### config.mk
export PLATFORM = sky130hd
export DESIGN_NAME = tagged_value_stream_decoder
export DESIGN_NICKNAME = d
export VERILOG_FILES = /design/src/design/tvsd_pkg.sv /design/src/design/tvsd_parser.sv /design/src/design/tvsd_out_stage.sv /design/src/design/tagged_value_stream_decoder.sv
export SDC_FILE = /design/constraint.sdc
export NUM_CORES = 1
export LEC_CHECK = 0
export ABC_AREA = 1
export BUFFER_PORTS_ARGS = -buffer_cell sky130_fd_sc_hd__buf_2
export CAP_MARGIN = 5
export CORE_ASPECT_RATIO = 1.75
export CORE_MARGIN = 3
export CORE_UTILIZATION = 55
export DETAILED_ROUTE_END_ITERATION = 8
export HOLD_SLACK_MARGIN = 0.12
export PLACE_DENSITY = 0.86
export SYNTH_ARGS = -nofsm -noshare
export SYNTH_HDL_FRONTEND = slang
export SYNTH_HIERARCHICAL = 1
export SYNTH_SLANG_ARGS = --single-unit
export TNS_END_PERCENT = 1
### constraint.sdc
create_clock -name i_clk -period 6.5 [get_ports i_clk]
set_clock_uncertainty 0.2 [all_clocks]
set_input_delay 0.975 -clock i_clk [delete_from_list [all_inputs] [get_ports i_clk]]
set_output_delay 0.975 -clock i_clk [all_outputs]
set_load 0.03 [all_outputs]
### src/design/tvsd_pkg.sv
`default_nettype none
// ----------------------------------------------------------------------------
// tvsd_pkg
// Shared types and codes for the tagged value stream decoder.
// ----------------------------------------------------------------------------
package tvsd_pkg;

    localparam int VALUE_WIDTH_DEF = 32;

    // event index limit after reset
    localparam logic [7:0] EVENT_COUNT_RESET = 8'd12;

    // token kinds
    localparam logic [2:0] KIND_EVENT  = 3'd0;
    localparam logic [2:0] KIND_BOOL   = 3'd1;
    localparam logic [2:0] KIND_NUMBER = 3'd2;
    localparam logic [2:0] KIND_STRING = 3'd3;
    localparam logic [2:0] KIND_BYTE   = 3'd4;
    localparam logic [2:0] KIND_ERROR  = 3'd5;
    localparam logic [2:0] KIND_END    = 3'd6;

    // error codes
    localparam logic [31:0] ERR_BAD_EVENT   = 32'd0;
    localparam logic [31:0] ERR_CUT_LENGTH  = 32'd1;
    localparam logic [31:0] ERR_CUT_PAYLOAD = 32'd2;

    // byte codes in normal mode
    localparam logic [7:0] CODE_SEPARATOR  = 8'd0;
    localparam logic [7:0] CODE_FALSE      = 8'd1;
    localparam logic [7:0] CODE_TRUE       = 8'd2;
    localparam logic [7:0] CODE_NUM_FIRST  = 8'd3;
    localparam logic [7:0] CODE_NUM_BASE   = 8'd2;
    localparam logic [7:0] CODE_STR_FIRST  = 8'd11;
    localparam logic [7:0] CODE_STR_LAST   = 8'd20;
    localparam logic [7:0] CODE_STR_BASE   = 8'd10;
    localparam logic [7:0] CODE_EMPTY_STR  = 8'd21;
    localparam logic [7:0] CODE_SMALL_BASE = 8'd100;

    typedef struct packed {
        logic [7:0] data_byte;
        logic       end_of_message;
    } t_in_item;

    typedef struct packed {
        logic [2:0]  token_kind;
        logic [31:0] token_value;
        logic        message_end;
    } t_out_item;

    // what the parser hands to the result register
    typedef struct packed {
        logic      have;
        t_out_item item;
    } t_parse_result;

endpackage
`default_nettype wire

### src/design/tvsd_parser.sv
`default_nettype none
// ----------------------------------------------------------------------------
// tvsd_parser
// Parse state and per-byte decode: one input byte per step, at most one token.
// ----------------------------------------------------------------------------
module tvsd_parser #(
    parameter int VALUE_WIDTH = tvsd_pkg::VALUE_WIDTH_DEF
) (
    input  wire logic                    i_clk,
    input  wire logic                    i_rst_n,
    input  wire logic                    i_step,
    input  wire tvsd_pkg::t_in_item      i_item,
    input  wire logic [7:0]              i_event_count,
    output tvsd_pkg::t_parse_result      o_result
);
    import tvsd_pkg::*;

    localparam int CW = (VALUE_WIDTH < 32) ? VALUE_WIDTH : 32;

    localparam logic [2:0] MODE_EVENT   = 3'd0;
    localparam logic [2:0] MODE_NORMAL  = 3'd1;
    localparam logic [2:0] MODE_NUMLEN  = 3'd2;
    localparam logic [2:0] MODE_STRLEN  = 3'd3;
    localparam logic [2:0] MODE_PAYLOAD = 3'd4;
    localparam logic [2:0] MODE_DROP    = 3'd5;

    logic [2:0]             r_mode, n_mode;
    logic [3:0]             r_left, n_left;
    logic [3:0]             r_pos, n_pos;
    logic [VALUE_WIDTH-1:0] r_acc, n_acc;
    logic [31:0]            r_pay, n_pay;

    logic [VALUE_WIDTH-1:0] acc_added;
    logic [31:0]            acc_low;
    logic [7:0]             b;
    logic                   eom;
    logic                   have;
    logic [2:0]             kind;
    logic [31:0]            val;

    assign b   = i_item.data_byte;
    assign eom = i_item.end_of_message;

    // byte lanes never overlap, so the add is a lane write
    for (genvar k = 0; k < VALUE_WIDTH; k++) begin : g_lane
        assign acc_added[k] = r_acc[k] | ((r_pos == 4'(k / 8)) & b[k % 8]);
    end

    assign acc_low = 32'(acc_added[CW-1:0]);

    always_comb begin
        n_mode = r_mode;
        n_left = r_left;
        n_pos  = r_pos;
        n_acc  = r_acc;
        n_pay  = r_pay;
        have   = 1'b0;
        kind   = KIND_END;
        val    = 32'd0;
        unique case (r_mode)
            MODE_EVENT: begin
                have = 1'b1;
                if (b < i_event_count) begin
                    kind   = KIND_EVENT;
                    val    = 32'(b);
                    n_mode = MODE_NORMAL;
                end else begin
                    kind   = KIND_ERROR;
                    val    = ERR_BAD_EVENT;
                    n_mode = MODE_DROP;
                end
            end
            MODE_NORMAL: begin
                if (b == CODE_SEPARATOR) begin
                    n_mode = MODE_EVENT;
                end else if (b == CODE_FALSE || b == CODE_TRUE) begin
                    have = 1'b1;
                    kind = KIND_BOOL;
                    val  = (b == CODE_TRUE) ? 32'd1 : 32'd0;
                end else if (b == CODE_EMPTY_STR) begin
                    have = 1'b1;
                    kind = KIND_STRING;
                end else if (b >= CODE_NUM_FIRST && b <= CODE_STR_LAST) begin
                    if (b >= CODE_STR_FIRST) begin
                        n_mode = MODE_STRLEN;
                        n_left = 4'(b - CODE_STR_BASE);
                    end else begin
                        n_mode = MODE_NUMLEN;
                        n_left = 4'(b - CODE_NUM_BASE);
                    end
                    n_pos = 4'd0;
                    n_acc = '0;
                    if (eom) begin
                        have = 1'b1;
                        kind = KIND_ERROR;
                        val  = ERR_CUT_LENGTH;
                    end
                end else if (b >= CODE_SMALL_BASE) begin
                    have = 1'b1;
                    kind = KIND_NUMBER;
                    val  = 32'(b - CODE_SMALL_BASE);
                end
            end
            MODE_NUMLEN, MODE_STRLEN: begin
                n_acc  = acc_added;
                n_pos  = r_pos + 4'd1;
                n_left = r_left - 4'd1;
                if (r_left != 4'd1) begin
                    if (eom) begin
                        have = 1'b1;
                        kind = KIND_ERROR;
                        val  = ERR_CUT_LENGTH;
                    end
                end else if (r_mode == MODE_NUMLEN) begin
                    have   = 1'b1;
                    kind   = KIND_NUMBER;
                    val    = acc_low;
                    n_mode = MODE_NORMAL;
                end else begin
                    have = 1'b1;
                    if (acc_low != 32'd0 && eom) begin
                        kind = KIND_ERROR;
                        val  = ERR_CUT_PAYLOAD;
                    end else begin
                        kind   = KIND_STRING;
                        val    = acc_low;
                        n_pay  = acc_low;
                        n_mode = (acc_low != 32'd0) ? MODE_PAYLOAD : MODE_NORMAL;
                    end
                end
            end
            MODE_PAYLOAD: begin
                have  = 1'b1;
                n_pay = r_pay - 32'd1;
                if (r_pay != 32'd1 && eom) begin
                    kind = KIND_ERROR;
                    val  = ERR_CUT_PAYLOAD;
                end else begin
                    kind = KIND_BYTE;
                    val  = 32'(b);
                    if (r_pay == 32'd1) begin
                        n_mode = MODE_NORMAL;
                    end
                end
            end
            default: begin
                // drop mode: discard until the message ends
            end
        endcase
        if (eom) begin
            if (!have) begin
                have = 1'b1;
                kind = KIND_END;
                val  = 32'd0;
            end
            n_mode = MODE_EVENT;
            n_left = 4'd0;
            n_pos  = 4'd0;
            n_acc  = '0;
            n_pay  = 32'd0;
        end
    end

    assign o_result.have             = have;
    assign o_result.item.token_kind  = kind;
    assign o_result.item.token_value = val;
    assign o_result.item.message_end = eom;

    always_ff @(posedge i_clk) begin
        if (!i_rst_n) begin
            r_mode <= MODE_EVENT;
            r_left <= 4'd0;
            r_pos  <= 4'd0;
            r_acc  <= '0;
            r_pay  <= 32'd0;
        end else if (i_step) begin
            r_mode <= n_mode;
            r_left <= n_left;
            r_pos  <= n_pos;
            r_acc  <= n_acc;
            r_pay  <= n_pay;
        end
    end

    a_eom_resets_mode: assert property (@(posedge i_clk) disable iff (!i_rst_n)
        (i_step && i_item.end_of_message) |=> (r_mode == MODE_EVENT))
        else $error("parser not back to event mode after end of message");

    a_length_left: assert property (@(posedge i_clk) disable iff (!i_rst_n)
        (r_mode == MODE_NUMLEN || r_mode == MODE_STRLEN) |-> (r_left != 4'd0))
        else $error("length field with no bytes left");

    a_payload_left: assert property (@(posedge i_clk) disable iff (!i_rst_n)
        (r_mode == MODE_PAYLOAD) |-> (r_pay != 32'd0))
        else $error("payload mode with no bytes left");

endmodule
`default_nettype wire

### src/design/tvsd_out_stage.sv
`default_nettype none
// ----------------------------------------------------------------------------
// tvsd_out_stage
// Result register: holds a token until the downstream side takes it.
// ----------------------------------------------------------------------------
module tvsd_out_stage (
    input  wire logic                    i_clk,
    input  wire logic                    i_rst_n,
    input  wire logic                    i_load,
    input  wire tvsd_pkg::t_parse_result i_result,
    input  wire logic                    i_out_stall,
    output logic                         o_free,
    output logic                         o_out_valid,
    output tvsd_pkg::t_out_item          o_out_data
);
    import tvsd_pkg::*;

    logic      r_valid;
    t_out_item r_item;

    assign o_free      = !r_valid || !i_out_stall;
    assign o_out_valid = r_valid;
    assign o_out_data  = r_item;

    always_ff @(posedge i_clk) begin
        if (!i_rst_n) begin
            r_valid <= 1'b0;
        end else if (i_load) begin
            r_valid <= i_result.have;
        end else if (!i_out_stall) begin
            r_valid <= 1'b0;
        end
    end

    always_ff @(posedge i_clk) begin
        if (i_load && i_result.have) begin
            r_item <= i_result.item;
        end
    end

endmodule
`default_nettype wire

### src/design/tagged_value_stream_decoder.sv
`default_nettype none
// ----------------------------------------------------------------------------
// tagged_value_stream_decoder
// Turns a byte stream of tagged values into event, bool, number, string,
// byte, error and end tokens, at most one token per byte.
// ----------------------------------------------------------------------------
//  channel   direction  handshake                   payload
//  in        input      i_in_valid / o_in_stall     i_in_data   (t_in_item)
//  out       output     o_out_valid / i_out_stall   o_out_data  (t_out_item)
//  cfg       input      i_cfg_valid / o_cfg_ready   i_cfg_data  (event_count)
//
// one byte per cycle sustained while the output does not stall; a token is held
// in the input register, then in the result register, from which it is valid
// the parse state updates on the same edge that loads the result register
// reset is synchronous and active low; event_count returns to 12
// a held result stalls the parser, and the input side once the input register
// holds a byte
// ----------------------------------------------------------------------------
module tagged_value_stream_decoder #(
    parameter int VALUE_WIDTH = tvsd_pkg::VALUE_WIDTH_DEF
) (
    input  wire logic                i_clk,
    input  wire logic                i_rst_n,
    input  wire logic                i_in_valid,
    output logic                     o_in_stall,
    input  wire tvsd_pkg::t_in_item  i_in_data,
    output logic                     o_out_valid,
    input  wire logic                i_out_stall,
    output tvsd_pkg::t_out_item      o_out_data,
    input  wire logic                i_cfg_valid,
    output logic                     o_cfg_ready,
    input  wire logic [7:0]          i_cfg_data
);
    import tvsd_pkg::*;

    logic          r_in_valid, n_in_valid;
    t_in_item      r_in_item;
    logic [7:0]    r_event_count;
    logic          out_free;
    logic          step;
    logic          in_take;
    t_parse_result result;

    assign o_cfg_ready = 1'b1;
    assign step        = r_in_valid && out_free;
    assign o_in_stall  = r_in_valid && !step;
    assign in_take     = i_in_valid && !o_in_stall;

    always_comb begin
        n_in_valid = r_in_valid;
        if (in_take) begin
            n_in_valid = 1'b1;
        end else if (step) begin
            n_in_valid = 1'b0;
        end
    end

    always_ff @(posedge i_clk) begin
        if (!i_rst_n) begin
            r_in_valid    <= 1'b0;
            r_event_count <= EVENT_COUNT_RESET;
        end else begin
            r_in_valid <= n_in_valid;
            if (i_cfg_valid && o_cfg_ready) begin
                r_event_count <= i_cfg_data;
            end
        end
    end

    always_ff @(posedge i_clk) begin
        if (in_take) begin
            r_in_item <= i_in_data;
        end
    end

    tvsd_parser #(
        .VALUE_WIDTH(VALUE_WIDTH)
    ) u_parser (
        .i_clk         (i_clk),
        .i_rst_n       (i_rst_n),
        .i_step        (step),
        .i_item        (r_in_item),
        .i_event_count (r_event_count),
        .o_result      (result)
    );

    tvsd_out_stage u_out_stage (
        .i_clk       (i_clk),
        .i_rst_n     (i_rst_n),
        .i_load      (step),
        .i_result    (result),
        .i_out_stall (i_out_stall),
        .o_free      (out_free),
        .o_out_valid (o_out_valid),
        .o_out_data  (o_out_data)
    );

endmodule
`default_nettype wire
* Word-level counts from Yosys, hierarchy flattened
Cells that the tools add are included.
** Storage, ports and cells
- Register bits after elaboration :: 130
- Bits in latches :: 0
- Memory bits (writable) :: 0
- Memory bits (read-only) :: 0
- Input port bits :: 22
- Output and inout port bits :: 39
- Logic and storage cells :: 221
- Memories :: 0
** Cells by class
- Add/sub/neg operators :: 6
- Multipliers :: 0
- Div/mod/pow operators :: 0
- $lt $le $gt $ge :: 5
- Equal/unequal tests :: 27
- Shifts and indexed selects :: 0
- Muxes and demuxes :: 80
- Bitwise operators :: 64
- Reductions and logical operators :: 26
** Operators with widths (number)
- $mux 32 :: 19
- $pmux 32 s2 :: 2
- $pmux 32 s4 :: 1
- $mux 3 :: 23
- $mux 4 :: 11
- $and 1x1->1 :: 32
- $eq 32x1->1 const B :: 1
- $ne 32x1->1 const B :: 1
- $or 1x1->1 :: 32
- $reduce_bool 32->1 :: 1
- $sub 32x1->32 const B :: 1
- $pmux 3 s4 :: 2
- $ne 3x3->1 const B :: 7
- $mux 1 :: 16
- $mux 8 :: 2
- $pmux 4 s2 :: 2
- $ne 4x3->1 const B :: 3
- $reduce_and 9->1 :: 1
- $sub 8x7->9 const B :: 1
- $eq 4x2->1 const B :: 2
- $eq 8x1->1 const B :: 1
- $eq 8x2->1 const B :: 1
- $eq 8x5->1 const B :: 1
- $ge 8x2->1 const B :: 1
- other kinds (30) :: 44

* Depth between registers and ports, before layout
- Word-level depth :: 11
- Depth in mapped cells :: 17

* Modules after synthesis
Netlist, hierarchy kept.
** By module, submodules not included
- tvsd_parser :: times used 1, cells each 966, area each 6015.8 um^2, sequential area each 1501.4 um^2
- tvsd_out_stage :: times used 1, cells each 44, area each 1138.6 um^2, sequential area each 1101.1 um^2
- tagged_value_stream_decoder :: times used 1, cells each 54, area each 600.6 um^2, sequential area each 450.4 um^2

* Worst setup path after synthesis
Ideal clock, no wire load.
- Path type :: register -> register
- Start point :: reg r_in_item[4] (netlist bit)
- End point :: reg u_out_stage.r_item (netlist bit u_out_stage/o_out_data[0]), enable pin
- Library setup time :: 0.391 ns
- Arrival time :: 2.525 ns
- Slack :: 3.384 ns
- Stages on the path, launching flop included :: 14
- Clock period less this slack :: 3.116 ns
- Cells stage by stage :: edfxtp_1 clkbuf_1 inv_1 ha_1 nand2_1 inv_1 o21ai_0 nand3_1 nor2_1 o21ai_0 nand4_1 buf_4 nand2_1 inv_1
** Between the ends
- Longest elaborated chain between the ends :: 9
- Elaborated cells on any way between the ends :: 17
** Ends and longest elaborated chain
- start: declaration :: RTL line tagged_value_stream_decoder.sv:37 : t_in_item r_in_item;
- start signal: assignment :: RTL line tagged_value_stream_decoder.sv:72 : r_in_item <= i_in_data;
- $ge 8x7->1 (tied with other cells) :: RTL line tvsd_parser.sv:98 : end else if (b >= CODE_SMALL_BASE) begin
- $mux 1 / $logic_and 1x1->1 (equally long branches) :: RTL line tvsd_parser.sv:98, tvsd_parser.sv:83
- $mux 1 :: RTL line tvsd_parser.sv:83 : end else if (b >= CODE_NUM_FIRST && b <= CODE_STR_LAST) begin
- $mux 1 :: RTL line tvsd_parser.sv:80 : end else if (b == CODE_EMPTY_STR) begin
- $mux 1 :: RTL line tvsd_parser.sv:76 : end else if (b == CODE_FALSE || b == CODE_TRUE) begin
- $mux 1 (*) :: RTL line tvsd_parser.sv:74 : if (b == CODE_SEPARATOR) begin
- $pmux 1 s3 (*) :: RTL line tvsd_parser.sv:60 : unique case (r_mode)
- $mux 1 (*) :: RTL line tvsd_parser.sv:150 : if (eom) begin
- named net u_parser.have :: RTL line tvsd_parser.sv:37 : logic have;
- $logic_and 1x1->1 (*) :: RTL line tvsd_out_stage.sv:36 : if (i_load && i_result.have) begin
- end signal: assignment :: RTL line tvsd_out_stage.sv:37 : r_item <= i_result.item;
- end: declaration :: RTL line tvsd_out_stage.sv:19 : t_out_item r_item;
The timed path passes the listed nets; every way through them passes the cells marked *.
A chain may end at the register's enable or synchronous reset.

* Final worst setup path
- Start point :: reg r_in_item[3] (netlist bit)
- End point :: reg u_parser.r_acc[9]
** Between the ends
- Longest elaborated chain between the ends :: 4
- Elaborated cells on any way between the ends :: 13
** Ends and longest elaborated chain
- $ge 8x2->1 (tied with other cells) :: RTL line tvsd_parser.sv:83
- $logic_and 1x1->1 / $logic_or 1x1->1 (equally long branches) :: RTL line tvsd_parser.sv:83, tvsd_parser.sv:76
- $ne 3x2->1 (no source line) / $ne 3x3->1 (equally long branches)
- $reduce_and 6->1 (no source line) (*)
- end signal: assignment :: RTL line tvsd_parser.sv:180 : r_acc <= n_acc;
- end: declaration :: RTL line tvsd_parser.sv:30 : logic [VALUE_WIDTH-1:0] r_acc, n_acc;
Every way passes the cells marked *; elsewhere a longest branch is shown, timed or not.

==> results.py <==
metrics = {
    "power_and_ir_drop": {
        "power_frac_clock": 0.432,
        "swShare": 0.310,
        "total_power_mw": 2.35,
        "leakagePower_nw": 3.88,
        "p_sw_uw": 726,
        "vdd_drop_max_mv": 0.169,
        "p_int_mw": 1.62,
        "pwr-share-seq": 0.391,
        "pwr-share-comb": 0.177,
        "powerDensity_mw_per_mm2": 272,
    },
    "clock_tree": {
        "tritoncts": "built",
        "cts.clk_slew.worst_paths_ns": 0.06,
        "postCtsSetupBuffers": 0,
        "cts_buffers": 17,
        "clock_path_buffers": 2,
        "ctsRootBufferMaster": "clkbuf_16",
        "cts_resized": 0,
        "cts_sinks": 130,
        "cts.hold.buffers_added": 0,
        "htree_levels": 4,
        "worstSkewPairLatency_ns": 0.42,
    },
    "logic_synthesis": {
        "synth-edff-count": 45,
        "synth_compound_area_frac": 0.131,
        "ys_ff_latch": 130,
        "ys_warn_count": 6,
        "synth_area_sq_mm": 0.00775,
        "synth_top_family_by_area": "simple AND/OR/NAND/NOR gates",
        "postSynthCellCount": 1064,
        "synth_top_flop_cell": "dfxtp_1",
        "async_reset_ff_frac": 0,
        "synth_xor_area_frac": 0.0147,
        "avgSynthCellArea_sq_um": 7.29,
        "syn-num-nets": 1107,
        "synthSimpleGateAreaFrac": 0.320,
        "synth_cell_types": 61,
        "yosysSeqAreaShare": 0.394,
        "synth_mux_area_frac": 0,
        "yosys.area_share.adder": 0.0339,
    },
    "placed_design": {
        "pre_cts_slack_ns": 3.00,
        "dpl.cell_count": 1254,
        "dpl.hpwl_um": 16300,
        "port_buffers": 59,
        "dpl_cell_area_sq_mm": 0.00800,
        "gp_congestion": 0.987,
    },
    "grt": {
        "grt_pass1_wl_um": 36500,
        "grtUsageTotal": 0.312,
        "grt_max_degree": 57,
        "antenna_found_initial": 0,
        "gr-total-overflow": 0,
        "grt_pass1_vias": 7156,
    },
    "route": {
        "wl_per_cell_um": 18.1,
        "num_vias": 7500,
        "drtPass1Iterations": 6,
        "viasPerCell": 5.83,
        "route.detailed.drc": 0,
        "routed_wl_um": 23300,
        "postRouteAntennaNets": 0,
        "drtIter0Drc": 761,
    },
    "sta": {
        "tns_ns": 0,
        "drv_slew": 0,
        "finalCritPeriodShare": 0.555,
        "slew_headroom": 0.366,
        "worst_slack_ns": 2.89,
        "hold_viol": 0,
        "max_freq_mhz": 277,
        "period_minus_slack_ns": 3.61,
        "grt_setup_unrepaired": "false",
        "holdWs_ns": 0.256,
        "worst_pin_slew_ns": 0.947,
        "setup_viol": 0,
    },
    "final_layout": {
        "drive_above_1_share": 0.154,
        "nNetsFinal": 1142,
        "fin_util": 0.634,
        "syn2layout_area_growth_pct": 11.2,
        "stdcell_count": 1286,
        "final_area_sq_mm": 0.00862,
        "fillers": 1178,
        "diodes": 0,
    },
    "outcome": {
        "status": "finished, final reports clean",
    },
    "setup_path": {
        "crit_arrival_ns": 3.67,
        "r2r_start": "r_in_item[3]$_DFFE_PP_",
        "slowest_delay_ns": 0.94,
        "cp_slowest_cell": "o21ai_4",
        "rrSetupSlack_ns": 2.89,
        "required_ns": 6.56,
        "timing.rr.end": "u_parser/r_acc[9]$_SDFFE_PN0P_",
        "crit_top_cell": "inv_1",
        "reg2reg_depth": 10,
        "cp-start-kind": "flip-flop",
        "worst-setup-path-type": "flip-flop to flip-flop",
        "end_kind": "flip-flop",
        "crit_chain": "inv_1 -> ha_1 -> nand2_1 -> inv_1 -> o21ai_0 -> nand3_1 -> o211ai_2 -> nand3b_4 -> o21ai_4 -> nor2_1",
        "path_max_fanout": 45,
    },
    "run": {
        "drv_cap": 0,
    },
    "min_path": {
        "whs_path_depth": 2,
        "hold_path.class": "flip-flop to flip-flop",
        "min-delay-start": "r_event_count[3]$_SDFFE_PN1P_",
        "hold_end": "r_event_count[3]$_SDFFE_PN1P_",
    },
    "floorplan": {
        "core_sq_mm": 0.0136,
        "num_rows": 56,
        "fp.dieArea_sq_mm": 0.0156,
        "start_util": 0.571,
        "ios": 61,
        "die_x_um": 95.8,
        "die_h_um": 163,
    },
}
layout by cell type (no fill, tap or decap), types with 22 or more instances in the layout:
cell | synthesis | final
nand3_1 | 59 | 59
nand2_1 | 195 | 195
buf_2 | 12 | 59
o21ai_0 | 51 | 51
nand2_2 | 25 | 25
edfxtp_1 | 45 | 45
dfxtp_1 | 85 | 85
o211ai_1 | 22 | 22
a21oi_1 | 57 | 57
inv_1 | 126 | 126
nor2_1 | 201 | 200
routing by layer:
metal  track usage  wire length [um]  vias up
met5             0                 0        -
met4         0.244              2060        0
met3        0.0885              1930      138
met2         0.528             11700      433
met1         0.313              7600     3388
li1              -                 -     3541
layout make-up:
class	instances	area [sq um]	area share
multi-input cells	749	3890	0.451
flip-flops and latches	130	3050	0.354
inverters	138	518	0.0601
clock buffers	17	425	0.0493
repair buffers	63	325	0.0377
well taps	174	218	0.0252
clock inverters	15	194	0.0225
power groups by stage:
| stage | clock, mW | sequential [mW] | combinational [mW] |
|---|---|---|---|
| floorplan | 0 | 0.949 | 0.273 |
| global placement | 0 | 0.932 | 0.394 |
| detailed placement | 0 | 0.933 | 0.400 |
| CTS | 1.03 | 0.916 | 0.403 |
| global route | 1.06 | 0.922 | 0.452 |
| finish | 1.01 | 0.918 | 0.415 |
sequential cells by signal, indices dropped and copies added, names as in the netlist:
| signal | count |
|---|---|
| u_out_stage/o_out_data | 36 |
| u_parser/r_acc | 32 |
| u_parser/r_pay | 32 |
| r_in_item | 9 |
| r_event_count | 8 |
| u_parser/r_left | 4 |
| u_parser/r_pos | 4 |
| u_parser/r_mode | 3 |
| r_in_valid | 1 |
| u_out_stage/o_out_valid | 1 |
synth_stat cells, drive strengths merged, types with 4 or more instances:
master,instances,area [sq um]
nand2,221,900
nor2,208,832
inv,138,518
dfxtp,85,1700
nand3,72,433
o21ai,60,327
a21oi,59,310
edfxtp,45,1350
buf,31,230
o211ai,23,178
ha,21,263
nand4,21,131
clkbuf,16,71.3
xor2,11,96.3
nor3,9,55.1
or2,7,43.8
a32oi,5,43.8
a211oi,4,35.0
how the worst max path moves through the flow:
stage,start,endpoint
3_3_place_gp,r_in_item[3]$_DFFE_PP_,u_parser/r_acc[25]$_SDFFE_PN0P_
3_5_place_dp,r_in_item[3]$_DFFE_PP_,u_parser/r_acc[10]$_SDFFE_PN0P_
5_1_grt,r_in_item[3]$_DFFE_PP_,u_parser/r_acc[10]$_SDFFE_PN0P_
2_1_floorplan,r_in_item[4]$_DFFE_PP_,u_out_stage/o_out_data[0]$_DFFE_PP_
6_report,r_in_item[3]$_DFFE_PP_,u_parser/r_acc[9]$_SDFFE_PN0P_
4_1_cts,r_in_item[3]$_DFFE_PP_,u_parser/r_acc[10]$_SDFFE_PN0P_
cells by family after synthesis:
logic type,Yosys count
AO/OA/AOI/OAI,165
other,1
buffers and inverters,185
flip-flops,130
adder cells (fa/ha/maj),21
AND/OR/NAND/NOR,549
XOR/XNOR,13
worst max-delay path: cells and delay by family, from the launching register on:
kind	cells	cell delay, ns
adder cells (fa/ha/maj)	1	0.26
AND/OR/NAND/NOR	4	0.85
AO/OA/AOI/OAI	3	1.30
buffers and inverters	2	0.25
flip-flops	1	0.59
Power figures use the tool's default switching activity.
